File: config.mk
export PLATFORM = sky130hd
export DESIGN_NAME = lpfc_merge
export DESIGN_NICKNAME = d
export VERILOG_FILES = /design/src/lpfc_pkg.sv /design/src/lpfc_merge.sv
export SDC_FILE = /design/constraint.sdc
export NUM_CORES = 1
export LEC_CHECK = 0
export CORE_MARGIN = 1.5
export CORE_UTILIZATION = 62
export CTS_CLUSTER_DIAMETER = 50
export DETAILED_ROUTE_END_ITERATION = 12
export DONT_BUFFER_PORTS = 1
export GPL_TIMING_DRIVEN = 0
export PLACE_DENSITY = 0.78
export SETUP_SLACK_MARGIN = 0.05
export SKIP_CTS_REPAIR_TIMING = 1
export SYNTH_ARGS = -nofsm -noshare
export SYNTH_HDL_FRONTEND = slang
export SYNTH_SLANG_ARGS = --single-unit
File: constraint.sdc
create_clock -name clk -period 11.5 [get_ports clk]
set_input_delay 0.575 -clock clk [delete_from_list [all_inputs] [get_ports clk]]
set_output_delay 0.575 -clock clk [all_outputs]
set_load 0.05 [all_outputs]
File: src/lpfc_pkg.sv
// ----------------------------------------------------------------------------
// Logo pixel format convert package
// Shared types and constants for the per-channel lanes and the output merge.
// ----------------------------------------------------------------------------
package lpfc_pkg;

    localparam int IN_W         = 32;
    localparam int LVL_W        = 16;
    localparam int DEP_W        = 15;
    localparam int DIV_STEPS    = 31;
    localparam int LVL_STEPS    = 15;
    // Stage 0 prepares, DIV_STEPS divide, then map, line, check, depth stages
    // and the level divide.
    localparam int ST_LAST      = DIV_STEPS + 4 + LVL_STEPS;
    localparam int S_TDATA_W    = 6 * IN_W;
    localparam int M_FIELDS_W   = 3 * (LVL_W + DEP_W);
    localparam int M_TDATA_W    = ((M_FIELDS_W + 7) / 8) * 8;
    localparam int DP_SCALE_DEF = 1000;

    localparam logic [7:0] REF_LUMA_LO   = 8'd16;
    localparam logic [7:0] REF_LUMA_HI   = 8'd125;
    localparam logic [7:0] REF_CHROMA_LO = 8'd128;
    localparam logic [7:0] REF_CHROMA_HI = 8'd240;

    // One channel's result word, level in the low bits.
    typedef struct packed {
        logic signed [DEP_W-1:0] depth;
        logic signed [LVL_W-1:0] level;
    } chan_t;

endpackage

File: src/lpfc_merge.sv
// ----------------------------------------------------------------------------
// Logo pixel format convert merge
// Joins the three lane results into one output word, with a skid register.
// ----------------------------------------------------------------------------
module lpfc_merge (
    input  logic                              clk,
    input  logic                              rst_n,
    input  logic                              in_valid,
    input  lpfc_pkg::chan_t                   luma,
    input  lpfc_pkg::chan_t                   cb,
    input  lpfc_pkg::chan_t                   cr,
    input  logic                              m_tready,
    output logic                              m_tvalid,
    output logic [lpfc_pkg::M_TDATA_W-1:0]    m_tdata,
    output logic                              skid_full
);
    import lpfc_pkg::*;

    logic [M_TDATA_W-1:0] word;
    logic [M_TDATA_W-1:0] out_reg, skid_reg;
    logic                 out_v_reg, skid_v_reg;
    logic                 incoming;

    assign word     = M_TDATA_W'({cr, cb, luma});
    assign incoming = in_valid && !skid_v_reg;

    always_ff @(posedge clk or negedge rst_n)
    begin
        if (!rst_n)
        begin
            out_v_reg  <= 1'b0;
            skid_v_reg <= 1'b0;
        end
        else if (out_v_reg && !m_tready)
        begin
            if (incoming)
                skid_v_reg <= 1'b1;
        end
        else if (skid_v_reg)
        begin
            out_v_reg  <= 1'b1;
            skid_v_reg <= 1'b0;
        end
        else
        begin
            out_v_reg <= incoming;
        end
    end

    always_ff @(posedge clk)
    begin
        if (out_v_reg && !m_tready)
        begin
            if (incoming)
                skid_reg <= word;
        end
        else if (skid_v_reg)
            out_reg <= skid_reg;
        else
            out_reg <= word;
    end

    assign m_tvalid  = out_v_reg;
    assign m_tdata   = out_reg;
    assign skid_full = skid_v_reg;

endmodule

==> results.cfg, run 1 <==
[setup_path]
endpoint_kind = register
reg2regPathDepth = 6
rr_startpoint = m_tvalid
timing.rr.end = skid_reg[56]
worstPathCellList = nand2b_4 -> buf_16 -> nor3b_2 -> buf_6 -> buf_6 -> buf_6
startpoint_type = register
critPathCapture = skid_reg[56]
path_buf_inv = 4
worst-path-stages = 6
path_class = register to register
startpoint = m_tvalid
r2r_slack_ns = 8.48
critPathArrivalTime_ns = 3.15
cpMostUsedCell = buf_6
crit_fanout = 53
cpPeakStageDelay_ns = 0.68
cp.required_ns = 11.63
cpLargestDelayFamily = simple AND/OR/NAND/NOR gates
cp_slowest_cell = dfrtp_1

[floorplan]
die_y_um = 109
core_area_mm2 = 0.0109
die-area_mm2 = 0.0120
ios = 195
rows = 38
initial_core_util_pct = 64.2
die_w_um = 109

[synthesis]
ys_seq_elements = 188
syn_inst = 301
synth_cell_types = 13
synth_area_mm2 = 0.00702
ys_warn_count = 0
ys_seq_area_share_pct = 80.3
syn_avg_cell_area_um2 = 23.3

[power_and_ir_drop]
sw_frac_of_total_pct = 25.3
switching_power_w = 0.000425
pwr-share-clk_pct = 38.3
p_leak_nw = 2.82
p_comb_share_pct = 5.3
pwr-share-seq_pct = 56.4
ir_drop_mv = 0.106
p_int_w = 0.00125
power_density_mw_per_mm2 = 209

[sta]
worst_pin_slew_ns = 0.635
fin_ws_ns = 8.48
finClkSkew_ns = 0.00863
final-hold-violation-count = 0
final-setup-viol-count = 0
whs_ns = 0.241
slew_viol_final = 0
max_freq_mhz = 331
slew-limit-headroom_pct = 57.7
rsz0062_at_grt = false
min_period_ns = 3.02
period_share_pct = 26.3

[status]
status = completed

[place]
dp_hpwl_mm = 7.76
post-place-ws_ns = 8.42
gp_congestion = 0.694
place.port_buffers = 0
dp_cells = 452
place_area_mm2 = 0.00734

[layout]
layout_common_cells = edfxtp_1, mux2_4, mux2_2, clkbuf_16, buf_6
final_nets = 429
drive_above_1_share_pct = 43.5
final_cell_area_mm2 = 0.00801
n_antenna_cell = 0
areaGrowthSynthToFinish_pct = 14.1
fin_cells = 485
layout_commonest_cell = edfxtp_1

[global_routing]
grt.total_usage_pct = 19.4
antenna_found_initial = 0
overflow = 0
grt_pass1_vias = 3005
grt_max_degree = 54
grt_pass1_wl_mm = 16.5

[clock_network]
cts.sinks = 188
cts_buffer_depth = 2
clk_latency_ns = 0.42
cts_buffers = 17
path_clk_slew_ns = 0.07
root_buffer = clkbuf_16
cts_htree_levels = 4
cts_tree = done

[drt]
final_antenna_net_count = 0
drt_pass1_iterations = 4
routed-via-count = 2814
drtIter0Drc = 138
drc = 0
post_drt_wl_per_cell_um = 23.5
routed_via_density = 5.80
totalWireLength_mm = 11.4

[hold_path]
hold_class = input port to register

[run]
maxCapViolCount = 0
[per-layer routing]
metal / vias up / part of all wire (%) / global-route usage, %
met2: 148 / 50 / 30.4
met4: 0 / 1.3 / 8.35
met1: 1401 / 37 / 22.4
met3: 14 / 11 / 10.0
li1: 1251 / - / -
met5: - / 0 / 0
[cells by family after synthesis]
kind of cell,Yosys count,synth area share [%]
buffers and inverters,14,1.78
other,1,0.0534
AND/OR/NAND/NOR,5,0.357
multiplexers,93,17.5
flip-flops,188,80.3
[stage by stage]
stage	TNS [ns]	util [%]	power [W]
global route	0	73.2	0.00172
floorplan	0	-	0.00103
CTS	0	73.1	0.00169
finish	0	73.2	0.00168
global placement	-305.88	65.8	0.00105
detailed placement	0	67.1	0.00105
[cell type report]
class	count	area [um2]
clock buffers	17	425
flip-flops and latches	188	5640
clock inverters	15	230
plain buffers	14	125
fillers	612	2930
multi-input cells	101	1280
repair buffers	10	139
well taps	140	175
[Yosys cell counts, drive strengths merged]
cell type  number  share of area (%)
nand2           1              0.053
nor2            2               0.11
mux2           93                 17
nand2b          1              0.089
edfxtp        186                 80
nor3b           1               0.11
buf            14                1.8
dfrtp           2               0.71
conb            1              0.053
[power groups by stage]
stage / combinational (W) / clock (W) / sequential [W]
2_1_floorplan: 0.0000700 / 0 / 0.000958
3_3_place_gp: 0.0000796 / 0 / 0.000970
3_5_place_dp: 0.0000898 / 0 / 0.000960
4_1_cts: 0.0000903 / 0.000652 / 0.000946
5_1_grt: 0.0000953 / 0.000679 / 0.000950
6_report: 0.0000891 / 0.000643 / 0.000945
[worst min-delay path by stage]
| stage | start | to | depth (start not counted) |
|---|---|---|---|
| after floorplan | rst_n | m_tvalid | 0 |
| after global placement | rst_n | m_tvalid | 0 |
| after detailed placement | rst_n | skid_full | 0 |
| after CTS | rst_n | skid_full | 0 |
| after global routing | cb[24] | skid_reg[55] | 0 |
| final | luma[22] | skid_reg[22] | 0 |
Power figures use the tool's default switching activity.
==> run 2, diff against run 1 <==
==> constraint.sdc (replaced) <==
create_clock -name clk -period 2.8 [get_ports clk]
set_input_delay 0.14 -clock clk [delete_from_list [all_inputs] [get_ports clk]]
set_output_delay 0.14 -clock clk [all_outputs]
set_load 0.05 [all_outputs]
==> run 2 against run 1 <==
  * Via count increased by 14%
  * Critical path depth increased by 1
  * Worst setup slack got worse by 8.2 ns
  * Die area unchanged
  * First-iteration DRC count increased by 44%
  * Cell area increased by 10%
  * Hold slack got worse by 0.15 ns
  * Cell count increased by 19%
  * Total power increased to 3.9 times the previous value
==> results.cfg, run 2 (same netlist as run 1, synthesis figures left out) <==
[status]
status = completed

[run]
maxCapViolCount = 0

[clock_network]
cts_buffers = 17
cts.sinks = 188
path_clk_slew_ns = 0.07
clk_latency_ns = 0.41
root_buffer = clkbuf_16
cts_buffer_depth = 2
cts_htree_levels = 4
cts_tree = done

[hold_path]
hp-start = in_valid
holdPathEnd = skid_reg[87]
hold_class = input port to register
whs_path_depth = 1

[drt]
drt_pass1_iterations = 4
routed-via-count = 3215
totalWireLength_mm = 13.0
post_drt_wl_per_cell_um = 22.4
routed_via_density = 5.55
final_antenna_net_count = 0
drc = 0
drtIter0Drc = 199

[floorplan]
core_area_mm2 = 0.0109
die_y_um = 109
ios = 195
initial_core_util_pct = 64.2
rows = 38
die_w_um = 109
die-area_mm2 = 0.0120

[layout]
layout_commonest_cell = edfxtp_1
drive_above_1_share_pct = 32.6
final_nets = 522
fillers = 519
layout_common_cells = edfxtp_1, dlygate4sd3_1, mux2_4, mux2_2, clkbuf_16
areaGrowthSynthToFinish_pct = 26.0

[setup_path]
cpPeakStageDelay_ns = 0.58
worstPathCellList = buf_6 -> buf_8 -> buf_6 -> nor3b_4 -> buf_6 -> buf_8 -> buf_16
endpoint_kind = register
r2r_slack_ns = 0.24
cp_slowest_cell = dfrtp_1
timing.rr.end = skid_reg[68]
cp.required_ns = 2.92
critPathArrivalTime_ns = 2.69
path_class = register to register
startpoint_type = register
reg2regPathDepth = 7
rr_startpoint = skid_full
cpMostUsedCell = buf_6
crit_fanout = 18

[global_routing]
grt_pass1_wl_mm = 16.0
grt.total_usage_pct = 19.0
antenna_found_initial = 0
grt_max_degree = 97
grt_pass1_vias = 2796
overflow = 0

[power_and_ir_drop]
p_int_w = 0.00486
sw_frac_of_total_pct = 26.3
pwr-share-clk_pct = 33.4
ir_drop_mv = 0.462
pwr-share-seq_pct = 59.0
p_comb_share_pct = 7.6
switching_power_w = 0.00173
power_density_mw_per_mm2 = 745
p_leak_nw = 3.16

[sta]
final-setup-viol-count = 0
slew_viol_final = 0
min_period_ns = 2.56
final-hold-violation-count = 0
max_freq_mhz = 390
slew-limit-headroom_pct = 57.7
finClkSkew_ns = 0.00721
fin_setup_tns_ns = 0
worst_pin_slew_ns = 0.634
fin_ws_ns = 0.236
period_share_pct = 91.6
rsz0062_at_grt = false

[place]
place.port_buffers = 0
post-place-ws_ns = -0.255
dp_hpwl_mm = 7.44
gp_congestion = 0.747
## run 2: through the flow
| stage | instance area, um2 | power (W) | std cells | util, % | hold slack [ns] |
|---|---|---|---|---|---|
| after global placement | 7220 | 0.00428 | 443 | 66.0 | -0.156 |
| after floorplan | 7040 | 0.00421 | 303 | - | -0.156 |
| after detailed placement | 7310 | 0.00431 | 449 | 66.9 | -0.156 |
| after global routing | 8840 | 0.00679 | 578 | 80.8 | 0.0815 |
| final | 8840 | 0.00659 | 579 | 80.8 | 0.0953 |
| after CTS | 7850 | 0.00648 | 481 | 71.8 | -0.604 |
## run 2: layout make-up
cell class	instances	area, um2	share of cell area [%]
diodes	1	2.50	0.0283
plain buffers	14	125	1.42
repair buffers	103	1080	12.3
well taps	140	175	1.98
multi-input cells	101	1280	14.5
flip-flops and latches	188	5640	63.8
clock inverters	11	95.1	1.08
clock buffers	21	440	4.98
## run 2: critical path, delay by kind of cell (launching register included)
| kind | cells | cell delay (ns) |
|---|---|---|
| buffers and inverters | 6 | 1.12 |
| flip-flops | 1 | 0.58 |
| AND/OR/NAND/NOR | 1 | 0.54 |
## run 2: worst max path at each step
stage                         start      endpoint  depth (start not counted)
after floorplan            m_tvalid   skid_reg[0]                          2
after global placement     m_tvalid  skid_reg[70]                          2
after detailed placement   m_tvalid  skid_reg[64]                          5
after CTS                  m_tvalid  skid_reg[71]                          5
after global routing      skid_full  skid_reg[68]                          7
final                     skid_full  skid_reg[68]                          7
## run 2: power groups by stage
| stage | clock (W) | sequential, W | combinational, W |
|---|---|---|---|
| after floorplan | 0 | 0.00392 | 0.000291 |
| after global placement | 0 | 0.00395 | 0.000331 |
| after detailed placement | 0 | 0.00395 | 0.000363 |
| after CTS | 0.00222 | 0.00389 | 0.000364 |
| after global routing | 0.00235 | 0.00390 | 0.000537 |
| final | 0.00220 | 0.00389 | 0.000503 |
## run 2: layer usage
layer	up-vias	global-route usage [%]	part of all wire (%)
met4	0	8.63	1.9
met5	-	0	0
met1	1623	23.4	39
met3	15	8.30	6.7
met2	135	29.1	52
li1	1442	-	-
==> run 3, diff against run 2 <==
--- a/config.mk
+++ b/config.mk
@@ -6,12 +6,12 @@
 export NUM_CORES = 1
 export LEC_CHECK = 0
 export CORE_MARGIN = 1.5
-export CORE_UTILIZATION = 62
+export CORE_UTILIZATION = 50
 export CTS_CLUSTER_DIAMETER = 50
 export DETAILED_ROUTE_END_ITERATION = 12
 export DONT_BUFFER_PORTS = 1
 export GPL_TIMING_DRIVEN = 0
-export PLACE_DENSITY = 0.78
+export PLACE_DENSITY = 0.7
 export SETUP_SLACK_MARGIN = 0.05
 export SKIP_CTS_REPAIR_TIMING = 1
 export SYNTH_ARGS = -nofsm -noshare
==> run 3 against run 2 <==
  * Register-to-register slack gained 0.12 ns
  * Sequential power is essentially flat
  * Clock power grew 9%
  * Flip-flop and latch count unchanged
  * Total power increased by 3.0%
  * Combinational power increased by 1%
  * Clock-buffer cell count decreased by 2
  * First-iteration DRC count grew 10%
  * Routed wire length up 0.81%
  * Worst setup slack better by 0.12 ns
  * Hold slack gained 0.067 ns
  * Largest cell class unchanged
==> results.cfg, run 3 (same netlist as run 1, synthesis figures left out) <==
[global_routing]
grt.total_usage_pct = 16.5
grt_pass1_vias = 2976
grt_max_degree = 97
overflow = 0
grt_pass1_wl_mm = 17.4
antenna_found_initial = 0

[sta]
whs_ns = 0.162
slew_viol_final = 0
worst_pin_slew_ns = 0.610
max_freq_mhz = 409
rsz0062_at_grt = false
period_share_pct = 87.4
slew-limit-headroom_pct = 59.3
final-hold-violation-count = 0
min_period_ns = 2.45
final-setup-viol-count = 0
finClkSkew_ns = 0.00541

[hold_path]
hold_class = input port to register

[layout]
final_nets = 525
fin_util_pct = 65.1
multi_input_area_mm2 = 0.00128
n_antenna_cell = 0
final_cell_area_mm2 = 0.00897
layout_common_cells = edfxtp_1, dlygate4sd3_1, mux2_4, mux2_2, clkbuf_16
regArea_mm2 = 0.00564
areaGrowthSynthToFinish_pct = 27.8
layout_commonest_cell = edfxtp_1
fin_cells = 620
fillers = 927
drive_above_1_share_pct = 33.4

[power_and_ir_drop]
p_leak_nw = 3.20
power_density_mw_per_mm2 = 757
power.total_w = 0.00679
ir_drop_mv = 0.559

[setup_path]
cp_slowest_cell = dfrtp_2
path_buf_inv = 4
worstPathCellList = nand2b_4 -> buf_16 -> nor3b_4 -> buf_12 -> buf_8 -> buf_8
cpLargestDelayFamily = buffers and inverters
path_class = register to register
cpMostUsedCell = buf_8
critPathArrivalTime_ns = 2.57
endpoint_kind = register
startpoint_type = register
cp.required_ns = 2.92
cpPeakStageDelay_ns = 0.55
crit_fanout = 56

[drt]
drt_pass1_iterations = 4
post_drt_wl_per_cell_um = 21.1
drtIter0Drc = 219
routed-via-count = 3196
drc = 0
final_antenna_net_count = 0
totalWireLength_mm = 13.1
routed_via_density = 5.15

[status]
status = completed

[floorplan]
ios = 195
die_y_um = 121
die_w_um = 121
rows = 43
die-area_mm2 = 0.0148
initial_core_util_pct = 50.9
core_area_mm2 = 0.0138

[place]
dp_hpwl_mm = 7.92
place_area_mm2 = 0.00736
dp_cells = 488
gp_congestion = 0.690
place.port_buffers = 0

[clock_network]
cts_htree_levels = 4
root_buffer = clkbuf_16
cts.sinks = 188
cts_tree = done
cts_buffer_depth = 2
cts_buffers = 17
path_clk_slew_ns = 0.06
clk_latency_ns = 0.42

[run]
maxCapViolCount = 0
[run 3: changes by cell type in the layout (fill, tap and decap cells not counted), moves of 2 or more]
cell        before  now
clkinvlp_4       1    3
bufinv_16        1    3
clkbuf_1         4    2
buf_6            8    6
buf_4            3    6
[run 3: through the flow]
stage | TNS [ns] | setup WS (ns)
finish | 0 | 0.353
global route | 0 | 0.223
CTS | -18.43 | -0.368
detailed placement | -15.30 | -0.329
global placement | -247.28 | -2.67
floorplan | -121.70 | -1.31
[run 3: worst paths after layout]
path | slack (ns) | cells past startpoint | start | to
setup / recovery | 0.35 | 6 | m_tvalid | skid_reg[68]
hold / removal | 0.16 | 2 | in_valid | skid_reg[25]
setup reg to reg | 0.35 | 6 | m_tvalid | skid_reg[68]
hold reg to reg | 0.54 | 1 | skid_reg[87] | m_tdata[87]
max in group asynchronous | 2.13 | 2 | rst_n | m_tvalid
min in group asynchronous | 0.52 | 2 | rst_n | skid_full
[run 3: routing by layer]
metal | track usage [%] | part of all wire [%]
met3 | 10.3 | 8.7
met5 | 0 | 0
met2 | 25.6 | 51
met1 | 18.2 | 39
met4 | 6.69 | 1.3
[run 3: power breakdown]
| group | internal [W] | switching [W] | leakage (nW) |
|---|---|---|---|
| clock | 0.00139 | 0.00100 | 0.274 |
| sequential | 0.00335 | 0.000539 | 1.81 |
| combinational | 0.000291 | 0.000218 | 1.11 |
| total | 0.00503 | 0.00176 | 3.20 |
[run 3: final cells by class]
type	instances	area share [%]
tap	180	2.51
buffer	14	1.40
sequential	188	62.8
multi-input combinational	101	14.3
timing repair buffer	106	12.5
clock inverter	12	1.65
clock buffer	19	4.83
[run 3: worst reg2reg max path, delay by kind of cell, from the launching register on]
family / cells / cell delay (ns)
buffers and inverters: 4 / 0.93
AND/OR/NAND/NOR: 2 / 0.66
flip-flops: 1 / 0.55
